File: config.mk
export PLATFORM = sky130hd
export DESIGN_NAME = source_char_tokenizer_core_flat
export DESIGN_NICKNAME = d
export VERILOG_FILES = /design/src/rtl/core/sct_pkg.sv /design/src/rtl/core/sct_if.sv /design/src/rtl/core/sct_step.sv /design/src/rtl/core/source_char_tokenizer_core.sv /design/src/flat_wrapper.sv
export SDC_FILE = /design/constraint.sdc
export NUM_CORES = 1
export LEC_CHECK = 0
export BUFFER_PORTS_ARGS = -buffer_cell sky130_fd_sc_hd__buf_2
export CORE_ASPECT_RATIO = 2
export CORE_MARGIN = 5
export CORE_UTILIZATION = 41
export DETAILED_ROUTE_END_ITERATION = 12
export MAX_ROUTING_LAYER = met4
export PLACE_DENSITY_LB_ADDON = 0.25
export SETUP_SLACK_MARGIN = 0.3
export SYNTH_ARGS = -nofsm -noshare
export SYNTH_HDL_FRONTEND = slang
export SYNTH_HIERARCHICAL = 1
export SYNTH_SLANG_ARGS = --single-unit
File: constraint.sdc
create_clock -name clock -period 2.7 [get_ports clock]
set_input_delay 0.135 -clock clock [delete_from_list [all_inputs] [get_ports clock]]
set_output_delay 0.135 -clock clock [all_outputs]
set_load 0.1 [all_outputs]
File: src/rtl/core/sct_pkg.sv
// Shared types, constants and helpers for the source character tokenizer.
`timescale 1ns / 1ps

package sct_pkg;

   localparam int DEPTH_BITS = 8;
   localparam int POS_BITS   = 16;

   localparam logic [2:0] MODE_NAME  = 3'd0;
   localparam logic [2:0] MODE_PARAM = 3'd1;
   localparam logic [2:0] MODE_ARROW = 3'd2;
   localparam logic [2:0] MODE_DECL  = 3'd3;
   localparam logic [2:0] MODE_EXPR  = 3'd4;
   localparam logic [2:0] MODE_IDLE  = 3'd5;

   localparam logic [7:0] CHAR_SPACE  = 8'h20;
   localparam logic [7:0] CHAR_LPAREN = 8'h28;
   localparam logic [7:0] CHAR_RPAREN = 8'h29;
   localparam logic [7:0] CHAR_EQUAL  = 8'h3D;
   localparam logic [7:0] CHAR_GT     = 8'h3E;
   localparam logic [7:0] CHAR_LF     = 8'h0A;

   typedef struct packed {
      logic [2:0]            mode;
      logic [DEPTH_BITS-1:0] depth;
      logic [7:0]            prev;
      logic [POS_BITS-1:0]   line;
      logic [POS_BITS-1:0]   column;
      logic                  err;
   } sct_state_type;

   typedef struct packed {
      logic        append_valid;
      logic [7:0]  append_char;
      logic        token_end;
      logic [2:0]  token_kind;
      logic        error_flag;
      logic [15:0] error_line;
      logic [15:0] error_column;
   } sct_result_type;

   function automatic logic sct_is_space(input logic [7:0] c);
      return (c == CHAR_SPACE) || (c inside {[8'd9:8'd13]});
   endfunction

   function automatic logic sct_is_letter(input logic [7:0] c);
      return (c inside {[8'd65:8'd90], [8'd97:8'd122]}) || (c == 8'd95);
   endfunction

   // Saturate a position counter to the 16-bit report width.
   function automatic logic [15:0] sct_clamp_pos(input logic [POS_BITS-1:0] v);
      logic [POS_BITS+15:0] w;
      w = {16'd0, v};
      if (w > (POS_BITS+16)'(17'h0FFFF)) begin
         return 16'hFFFF;
      end
      return w[15:0];
   endfunction

endpackage

File: src/rtl/core/sct_if.sv
// Valid/ready channel interfaces for tokenizer requests and responses.
`timescale 1ns / 1ps

interface sct_req_if;
   logic       valid;
   logic       ready;
   logic [7:0] char_in;

   modport source (output valid, output char_in, input ready);
   modport sink (input valid, input char_in, output ready);
endinterface

interface sct_rsp_if;
   logic        valid;
   logic        ready;
   logic        append_valid;
   logic [7:0]  append_char;
   logic        token_end;
   logic [2:0]  token_kind;
   logic        error_flag;
   logic [15:0] error_line;
   logic [15:0] error_column;

   modport source (output valid, output append_valid, output append_char,
                   output token_end, output token_kind, output error_flag,
                   output error_line, output error_column, input ready);
   modport sink (input valid, input append_valid, input append_char,
                 input token_end, input token_kind, input error_flag,
                 input error_line, input error_column, output ready);
endinterface

File: src/rtl/core/sct_step.sv
// Combinational tokenizer step: next state and result for one byte.
`timescale 1ns / 1ps

module sct_step (
   input  sct_pkg::sct_state_type  cur,
   input  logic [7:0]              char_in,
   output sct_pkg::sct_state_type  nxt,
   output sct_pkg::sct_result_type res
);
   import sct_pkg::*;

   logic [2:0] mode;
   logic       in_expr;
   logic       app;
   logic [7:0] ach;
   logic       tend;
   logic [2:0] kind;
   logic       bad;
   logic       prev_space;

   always_comb begin
      nxt        = cur;
      app        = 1'b0;
      ach        = 8'd0;
      tend       = 1'b0;
      kind       = 3'd0;
      bad        = 1'b0;
      mode       = (cur.mode > MODE_IDLE) ? MODE_IDLE : cur.mode;
      in_expr    = (mode == MODE_DECL) || (mode == MODE_EXPR);
      prev_space = sct_is_space(cur.prev);

      if (!cur.err) begin
         if (sct_is_space(char_in)) begin
            if (!prev_space) begin
               case (mode)
                  MODE_NAME: begin
                     tend = 1'b1; kind = MODE_NAME; mode = MODE_PARAM;
                  end
                  MODE_PARAM: begin
                     tend = 1'b1; kind = MODE_PARAM;
                  end
                  MODE_ARROW: begin
                     if (cur.prev != CHAR_GT) begin
                        bad = 1'b1;
                     end else begin
                        tend = 1'b1; kind = MODE_ARROW; mode = MODE_DECL;
                     end
                  end
                  MODE_DECL, MODE_EXPR: begin
                     app = 1'b1; ach = CHAR_SPACE;
                  end
                  default: ;
               endcase
            end
         end else if (char_in == CHAR_LPAREN) begin
            if (mode == MODE_ARROW) begin
               mode = MODE_DECL; app = 1'b1; ach = char_in;
               nxt.depth = DEPTH_BITS'(1);
            end else if (in_expr) begin
               if (cur.depth != '1) nxt.depth = cur.depth + 1'b1;
               app = 1'b1; ach = char_in;
            end else if (mode == MODE_IDLE) begin
               app = 1'b1; ach = char_in; mode = MODE_EXPR;
               nxt.depth = DEPTH_BITS'(1);
            end
         end else if (char_in == CHAR_RPAREN) begin
            if (mode == MODE_NAME || mode == MODE_PARAM) begin
               app = 1'b1; ach = char_in;
            end else if (in_expr) begin
               if (cur.depth != '0) nxt.depth = cur.depth - 1'b1;
               app = 1'b1; ach = char_in;
               if (nxt.depth == '0) begin
                  tend = 1'b1; kind = mode; mode = MODE_IDLE;
               end
            end else if (mode == MODE_IDLE) begin
               mode = MODE_NAME; app = 1'b1; ach = char_in;
            end
         end else if (sct_is_letter(char_in)) begin
            if (mode == MODE_ARROW) begin
               bad = 1'b1;
            end else begin
               if (mode == MODE_IDLE) mode = MODE_NAME;
               app = 1'b1; ach = char_in;
            end
         end else if (char_in == CHAR_EQUAL) begin
            if (mode == MODE_PARAM) begin
               if (!prev_space) begin
                  bad = 1'b1;
               end else begin
                  app = 1'b1; ach = char_in; mode = MODE_ARROW;
               end
            end else if (in_expr) begin
               app = 1'b1; ach = char_in;
            end else begin
               bad = 1'b1;
            end
         end else if (char_in == CHAR_GT) begin
            if (mode == MODE_ARROW) begin
               if (cur.prev != CHAR_EQUAL) begin
                  bad = 1'b1;
               end else begin
                  app = 1'b1; ach = char_in;
               end
            end else if (mode == MODE_PARAM) begin
               bad = 1'b1;
            end else if (in_expr) begin
               app = 1'b1; ach = char_in;
            end
         end else begin
            if (in_expr) begin
               app = 1'b1; ach = char_in;
            end else begin
               bad = 1'b1;
            end
         end

         if (bad) begin
            nxt.err = 1'b1;
            app     = 1'b0;
            ach     = 8'd0;
            tend    = 1'b0;
            kind    = 3'd0;
         end else begin
            nxt.mode = mode;
            nxt.prev = char_in;
            if (char_in == CHAR_LF) begin
               if (cur.line != '1) nxt.line = cur.line + 1'b1;
               nxt.column = POS_BITS'(1);
            end else if (cur.column != '1) begin
               nxt.column = cur.column + 1'b1;
            end
         end
      end

      res.append_valid = app;
      res.append_char  = ach;
      res.token_end    = tend;
      res.token_kind   = kind;
      res.error_flag   = nxt.err;
      res.error_line   = nxt.err ? sct_clamp_pos(nxt.line) : 16'd0;
      res.error_column = nxt.err ? sct_clamp_pos(nxt.column) : 16'd0;
   end

endmodule

File: src/rtl/core/source_char_tokenizer_core.sv
// Top level of the streaming source character tokenizer.
`timescale 1ns / 1ps
// The response for a byte is registered and valid in the cycle after its transaction.
// Throughput: one byte per cycle while the response channel is ready; the response
// register is refilled in the same cycle it is drained.
// Reset: synchronous, active high; idle mode, depth 0, line and column 1,
// error cleared, response register empty.

module source_char_tokenizer_core (
   input logic         clock,
   input logic         reset,
   sct_req_if.sink     req_chan,
   sct_rsp_if.source   rsp_chan
);
   import sct_pkg::*;

   sct_state_type  state_ff;
   sct_state_type  state_in;
   sct_result_type result_ff;
   sct_result_type result_in;
   logic           rsp_valid_ff;
   logic           rsp_valid_in;
   logic           req_take;

   assign req_chan.ready = !rsp_valid_ff || rsp_chan.ready;
   assign req_take       = req_chan.valid && req_chan.ready;

   sct_step u_step (
      .cur     (state_ff),
      .char_in (req_chan.char_in),
      .nxt     (state_in),
      .res     (result_in)
   );

   always_comb begin
      rsp_valid_in = rsp_valid_ff;
      if (req_take) begin
         rsp_valid_in = 1'b1;
      end else if (rsp_chan.ready) begin
         rsp_valid_in = 1'b0;
      end
   end

   always_ff @(posedge clock) begin
      if (reset) begin
         state_ff.mode   <= MODE_IDLE;
         state_ff.depth  <= '0;
         state_ff.prev   <= 8'd0;
         state_ff.line   <= POS_BITS'(1);
         state_ff.column <= POS_BITS'(1);
         state_ff.err    <= 1'b0;
         rsp_valid_ff    <= 1'b0;
      end else begin
         rsp_valid_ff <= rsp_valid_in;
         if (req_take) begin
            state_ff <= state_in;
         end
      end
   end

   always_ff @(posedge clock) begin
      if (req_take) begin
         result_ff <= result_in;
      end
   end

   assign rsp_chan.valid        = rsp_valid_ff;
   assign rsp_chan.append_valid = result_ff.append_valid;
   assign rsp_chan.append_char  = result_ff.append_char;
   assign rsp_chan.token_end    = result_ff.token_end;
   assign rsp_chan.token_kind   = result_ff.token_kind;
   assign rsp_chan.error_flag   = result_ff.error_flag;
   assign rsp_chan.error_line   = result_ff.error_line;
   assign rsp_chan.error_column = result_ff.error_column;

endmodule
File: src/flat_wrapper.sv
// flat-port wrapper written by rule: the top's interface ports become plain ports
module source_char_tokenizer_core_flat import sct_pkg::*;
  (clock, reset, req_chan_valid, req_chan_char_in, req_chan_ready, rsp_chan_valid, rsp_chan_append_valid, rsp_chan_append_char, rsp_chan_token_end, rsp_chan_token_kind, rsp_chan_error_flag, rsp_chan_error_line, rsp_chan_error_column, rsp_chan_ready);
  sct_req_if req_chan_i ();
  sct_rsp_if rsp_chan_i ();
  input logic clock;
  input logic reset;
  input wire logic [$bits(req_chan_i.valid)-1:0] req_chan_valid;
  input wire logic [$bits(req_chan_i.char_in)-1:0] req_chan_char_in;
  output wire logic [$bits(req_chan_i.ready)-1:0] req_chan_ready;
  output wire logic [$bits(rsp_chan_i.valid)-1:0] rsp_chan_valid;
  output wire logic [$bits(rsp_chan_i.append_valid)-1:0] rsp_chan_append_valid;
  output wire logic [$bits(rsp_chan_i.append_char)-1:0] rsp_chan_append_char;
  output wire logic [$bits(rsp_chan_i.token_end)-1:0] rsp_chan_token_end;
  output wire logic [$bits(rsp_chan_i.token_kind)-1:0] rsp_chan_token_kind;
  output wire logic [$bits(rsp_chan_i.error_flag)-1:0] rsp_chan_error_flag;
  output wire logic [$bits(rsp_chan_i.error_line)-1:0] rsp_chan_error_line;
  output wire logic [$bits(rsp_chan_i.error_column)-1:0] rsp_chan_error_column;
  input wire logic [$bits(rsp_chan_i.ready)-1:0] rsp_chan_ready;
  assign req_chan_i.valid = req_chan_valid;
  assign req_chan_i.char_in = req_chan_char_in;
  assign req_chan_ready = req_chan_i.ready;
  assign rsp_chan_valid = rsp_chan_i.valid;
  assign rsp_chan_append_valid = rsp_chan_i.append_valid;
  assign rsp_chan_append_char = rsp_chan_i.append_char;
  assign rsp_chan_token_end = rsp_chan_i.token_end;
  assign rsp_chan_token_kind = rsp_chan_i.token_kind;
  assign rsp_chan_error_flag = rsp_chan_i.error_flag;
  assign rsp_chan_error_line = rsp_chan_i.error_line;
  assign rsp_chan_error_column = rsp_chan_i.error_column;
  assign rsp_chan_i.ready = rsp_chan_ready;
  source_char_tokenizer_core u_core (.clock(clock), .reset(reset), .req_chan(req_chan_i), .rsp_chan(rsp_chan_i));
endmodule
==> flow_metrics.tcl, run 1 <==
set metrics [dict create \
    ir_drop_v 0.000278 \
    timing.fmax_mhz 331 \
    critPathLaunchType "register" \
    synth-seq-cells 99 \
    status "finished, violations left" \
    violations "setup timing" \
    required_ns 2.97 \
    critPathKind "register to register" \
    dp_hpwl_um 12500 \
    routed_wl_um 18000 \
    hold_violations 0 \
    overflow 0 \
    fin_crit_sh_pct 112 \
    post_synth.cell_area_avg_um2 8.77 \
    grt_pass1_wl_um 29100 \
    drt_iter0_markers 310 \
    rr_startpoint "u_core/state_ff[37]" \
    setup_ws_ns -0.323 \
    fp.dieW_um 97.5 \
    cap_violations 0 \
    tns_ns -4.17 \
    cts_buffer_depth 2 \
    crit_fanout 13 \
    multi_input_area_mm2 0.00376 \
    powerDensity_mw_per_mm2 461 \
    clock_skew_ns 0.0101 \
    synthFlopType "dfxtp_1" \
    synth_cell_types 75 \
    cts_tree "built" \
    drt-vias-per-instance 5.98 \
    period_needed_ns 3.02 \
    grt_pass1_vias 5915 \
    power_leakage_uw 0.00285 \
    async_flop_share_pct 0 \
    drcViolationCount 0 \
    rsz0062_at_grt "yes" \
    nNetsFinal 821 \
    yosysTopAreaCell "edfxtp_1" \
    postCtsHoldBufs 0 \
    cp.arrival_ns 3.30 \
    globalRouteTotalUtil_pct 20.3 \
    ff_latch_area_mm2 0.00244 \
    min_path_type "input port to register" \
    drt_first_pass_iters 5 \
    startpoint "u_core/state_ff[37]" \
    initial_core_util_pct 41.3 \
    cts_buffers 9 \
    synth.area.top_cells "edfxtp_1 (22%), dfxtp_1 (17%), a21bo_1 (7.8%)" \
    io_buffers 59 \
    hp-start "req_chan_char_in[2]" \
    antenna_found_initial 0 \
    h-tree-depth 3 \
    vias 6027 \
    num-fill-cells 1448 \
    yosysSeqAreaShare_pct 38.9 \
    yosys.area.top_type_share_pct 22.0 \
    place_area_mm2 0.00702 \
    drive_gt1_share_pct 28.1 \
    setup_viol 35 \
    gp_congestion 0.937 \
    die_h_um 185 \
    syn_to_final_growth_pct 22.9 \
    yosys_warnings 6 \
    num_rows 64 \
    coreArea_mm2 0.0152 \
    synth-edff-count 46 \
    clk_latency_ns 0.36 \
    synth.cell_area_mm2 0.00628 \
    cts_root_buf "clkbuf_16" \
    final_cell_area_mm2 0.00772 \
    tightest_slew_ns 0.890 \
    holdWs_ns 0.134 \
    ios 60 \
    clock_sinks 99 \
    syn_nets 733 \
    netlist_instances 717 \
    slew-limit-headroom_pct 40.2 \
    dieArea_mm2 0.0181 \
    layout_commonest_cell "nand3_1" \
    postRouteAntennaNets 0 \
    n_antenna_cell 0 \
    wl_per_cell_um 17.9 \
    clk_pin_slew_ns 0.07 \
    grt_max_degree 62 \
    final_cell_mix "nand3_1 (69), a21oi_1 (66), buf_4 (66)" \
    cp-end-kind "register" \
    slew_violations 0 \
    post-place-ws_ns -0.303 \
    postLayoutCoreUtil_pct 50.8 \
]
final timing paths:
kind / cells after the start / end / slack (ns)
worst max register to register: 10 / u_core/state_ff[5] / -0.32
worst max-delay path: 10 / u_core/state_ff[5] / -0.32
worst min-delay path: 2 / u_core/rsp_chan.append_char[2] / 0.13
worst min register to register: 2 / u_core/state_ff[1] / 0.61
stage by stage:
stage,instances,total power (uW)
6_report,1008,3560
5_1_grt,1008,3680
4_1_cts,996,3560
3_5_place_dp,976,2290
3_3_place_gp,976,2280
2_1_floorplan,717,2180
final cells by class:
type,count,area share [%]
timing repair buffer,136,12.0
sequential,99,31.6
clock buffer,11,3.29
inverter,15,0.761
tap,198,3.21
multi-input combinational,544,48.7
clock inverter,5,0.437
kinds of logic after synthesis:
logic type / share of synthesized area (%)
buffers and inverters: 6.23
DFF: 38.9
AOI/OAI and AO/OA: 24.2
adders and majority gates: 0.796
and+or+nand+nor: 26.0
muxes: 1.97
xor gates and xnor gates: 1.95
metal layers:
layer | vias to the layer above | GRT usage [%] | routed length (um)
met4 | 0 | 12.9 | 958
met3 | 71 | 2.75 | 686
met5 | - | - | 0
met2 | 194 | 36.5 | 9720
li1 | 2834 | - | -
met1 | 2928 | 20.5 | 6690
power by group:
part	internal, uW	total, uW	switching [uW]	leakage, uW
Clock	682	1260	575	0.000140
Sequential	1610	1640	20.8	0.000887
Combinational	152	667	515	0.00182
cells in the mapped netlist, types with 11 or more instances:
cell / number
nand3_1: 72
and2_1: 37
edfxtp_1: 46
o21ai_0: 22
dfxtp_1: 53
buf_2: 11
nor2_1: 47
inv_1: 14
nand4_1: 16
nor3_1: 12
a21oi_1: 84
nand2_1: 43
or4_1: 11
a21bo_1: 49
clkbuf_1: 31
sequential cells by signal, indices dropped and copies added, names as in the netlist:
signal	count
u_core/rsp_chan.valid	1
u_core/rsp_chan.error_column	16
u_core/rsp_chan.token_kind	3
u_core/rsp_chan.error_flag	1
u_core/state_ff	52
u_core/rsp_chan.error_line	16
u_core/rsp_chan.append_char	8
u_core/rsp_chan.append_valid	1
u_core/rsp_chan.token_end	1
worst max-delay path, cell delays in order, from the launching register on:
cell,delay (ns)
dfxtp_2,0.33
or3_4,0.39
or4_4,0.51
a21bo_1,0.22
a211o_1,0.30
a21oi_4,0.17
inv_4,0.10
or4_1,0.52
a21oi_2,0.15
nand3_1,0.08
a21oi_1,0.16
timing repair:
action,in CTS,in global routing
endpoints found under the setup margin,91,96
pin swaps,16,28
setup buffers,4,12
resized for setup,21,50
Power figures use the tool's default switching activity.
==> run 2, diff against run 1 <==
Settings changed: BUFFER_PORTS_ARGS -buffer_cell sky130_fd_sc_hd__buf_2 to -buffer_cell sky130_fd_sc_hd__buf_4, CAP_MARGIN set to 25, CTS_BUF_LIST set to sky130_fd_sc_hd__clkbuf_16.
==> flow_metrics.tcl, run 2 (same netlist as run 1, synthesis figures left out) <==
set metrics [dict create \
    layout_commonest_cell "buf_4" \
    slew_violations 0 \
    grt_max_degree 72 \
    min_path_type "input port to register" \
    regMostFlops "u_core/state_ff" \
    place_area_mm2 0.00716 \
    syn_to_final_growth_pct 33.0 \
    dp_hpwl_um 12300 \
    power_leakage_uw 0.00312 \
    max_stage_delay_ns 0.51 \
    num-fill-cells 1366 \
    power.total_uw 3740 \
    crit_fanout 8 \
    cts_buffers 9 \
    coreArea_mm2 0.0152 \
    critPathLaunchType "register" \
    cp-end-kind "register" \
    clock_sinks 99 \
    dieArea_mm2 0.0181 \
    grt_pass1_wl_um 29900 \
    largest_reg_flops 52 \
    nNetsFinal 841 \
    critPathKind "register to register" \
    globalRouteTotalUtil_pct 21.1 \
    required_ns 2.99 \
    final_cell_mix "buf_4 (128), a21oi_1 (69), nand3_1 (67)" \
    drt-vias-per-instance 5.92 \
    period_needed_ns 3.05 \
    whs_path_depth 2 \
    final_cell_area_mm2 0.00836 \
    cts_buffer_depth 2 \
    clock_skew_ns 0.00565 \
    antenna_found_initial 0 \
    setup_ws_ns -0.347 \
    grt_pass1_vias 6000 \
    path_cells "or3_4 > or4_4 > a21bo_1 > a211o_1 > a21oi_4 > inv_4 > buf_8 > or4_1 > a21oi_1 > nand3_1 > a21oi_2" \
    fin_crit_sh_pct 113 \
    hold_violations 0 \
    postRouteAntennaNets 0 \
    io_buffers 59 \
    h-tree-depth 3 \
    critical-path-slowest-cell "or4_4" \
    initial_core_util_pct 41.3 \
    cts_root_buf "clkbuf_16" \
    violations "setup timing" \
    fp.dieW_um 97.5 \
    drive_gt1_share_pct 33.0 \
    tightest_slew_ns 0.755 \
    wl_per_cell_um 18.6 \
    ir_drop_v 0.000303 \
    postCtsHoldBufs 0 \
    timing.fmax_mhz 328 \
    cap_violations 0 \
    status "finished, violations left" \
    num_rows 64 \
    gp_congestion 0.933 \
    setup_viol 76 \
    ios 60 \
    clk_latency_ns 0.36 \
    rr_worst_depth 11 \
    tns_ns -14.86 \
    n_antenna_cell 0 \
    powerDensity_mw_per_mm2 448 \
    routed_wl_um 19100 \
    drt_iter0_markers 323 \
    vias 6089 \
    drcViolationCount 0 \
    slew-limit-headroom_pct 49.7 \
    overflow 0 \
    rsz0062_at_grt "yes" \
    clk_pin_slew_ns 0.07 \
    cts_tree "built" \
    holdWs_ns 0.144 \
    drt_first_pass_iters 4 \
    die_h_um 185 \
    cp.arrival_ns 3.34 \
]
run 2: cell types whose count changed in the layout (fill, tap and decap cells not counted), moves of 4 or more:
cell     change
a21oi_2      -4
and2_1      -18
and2_4      +18
buf_12       +4
buf_2       -59
buf_4       +62
buf_6        +5
run 2: layout make-up:
type                            instances  area (um2)  area share [%]
Clock buffer                            9         225            2.70
Clock inverter                          7        66.3           0.794
Sequential cell                        99        2450            29.3
Multi-Input combinational cell        544        3870            46.4
Tap cell                              198         248            2.96
Inverter                               15        58.8           0.704
Timing Repair Buffer                  156        1440            17.2
run 2: path summary, 6_finish.rpt:
| path | start | endpoint | slack, ns |
|---|---|---|---|
| min reg2reg | u_core/state_ff[49] | u_core/state_ff[49] | 0.59 |
| min | req_chan_char_in[2] | u_core/rsp_chan.append_char[2] | 0.14 |
| max | u_core/state_ff[37] | u_core/state_ff[11] | -0.35 |
| max reg2reg | u_core/state_ff[37] | u_core/state_ff[11] | -0.35 |
run 2: where the power goes:
group / switching, uW / internal (uW)
Combinational: 557 / 276
Sequential: 21.8 / 1610
Clock: 621 / 651
Total: 1200 / 2540
run 2: repair_timing:
item / CTS / global route
pin swaps: 17 / 21
buffers inserted: 15 / 15
setup endpoints to repair: 90 / 96
gates cloned: 4 / 3
resized for setup: 53 / 64
run 2: through the flow:
| step | utilization [%] | setup WS [ns] | cells |
|---|---|---|---|
| floorplan | - | -0.0958 | 717 |
| global placement | 47.1 | -0.209 | 975 |
| detailed placement | 47.1 | -0.312 | 975 |
| CTS | 52.1 | -0.256 | 1010 |
| global route | 54.9 | -0.423 | 1028 |
| finish | 54.9 | -0.347 | 1028 |
run 2: worst max-delay path, delay by kind of cell (launching register included):
family / cells / cell delay [ns]
buffers and inverters: 2 / 0.22
AO/OA/AOI/OAI: 5 / 1.04
flip-flops: 1 / 0.32
AND/OR/NAND/NOR: 4 / 1.41
run 2: routing by layer:
layer	global-route usage (%)	share of wire, %
met1	20.7	35
met4	13.5	6.1
met3	3.47	4.5
met2	38.1	54
met5	-	0
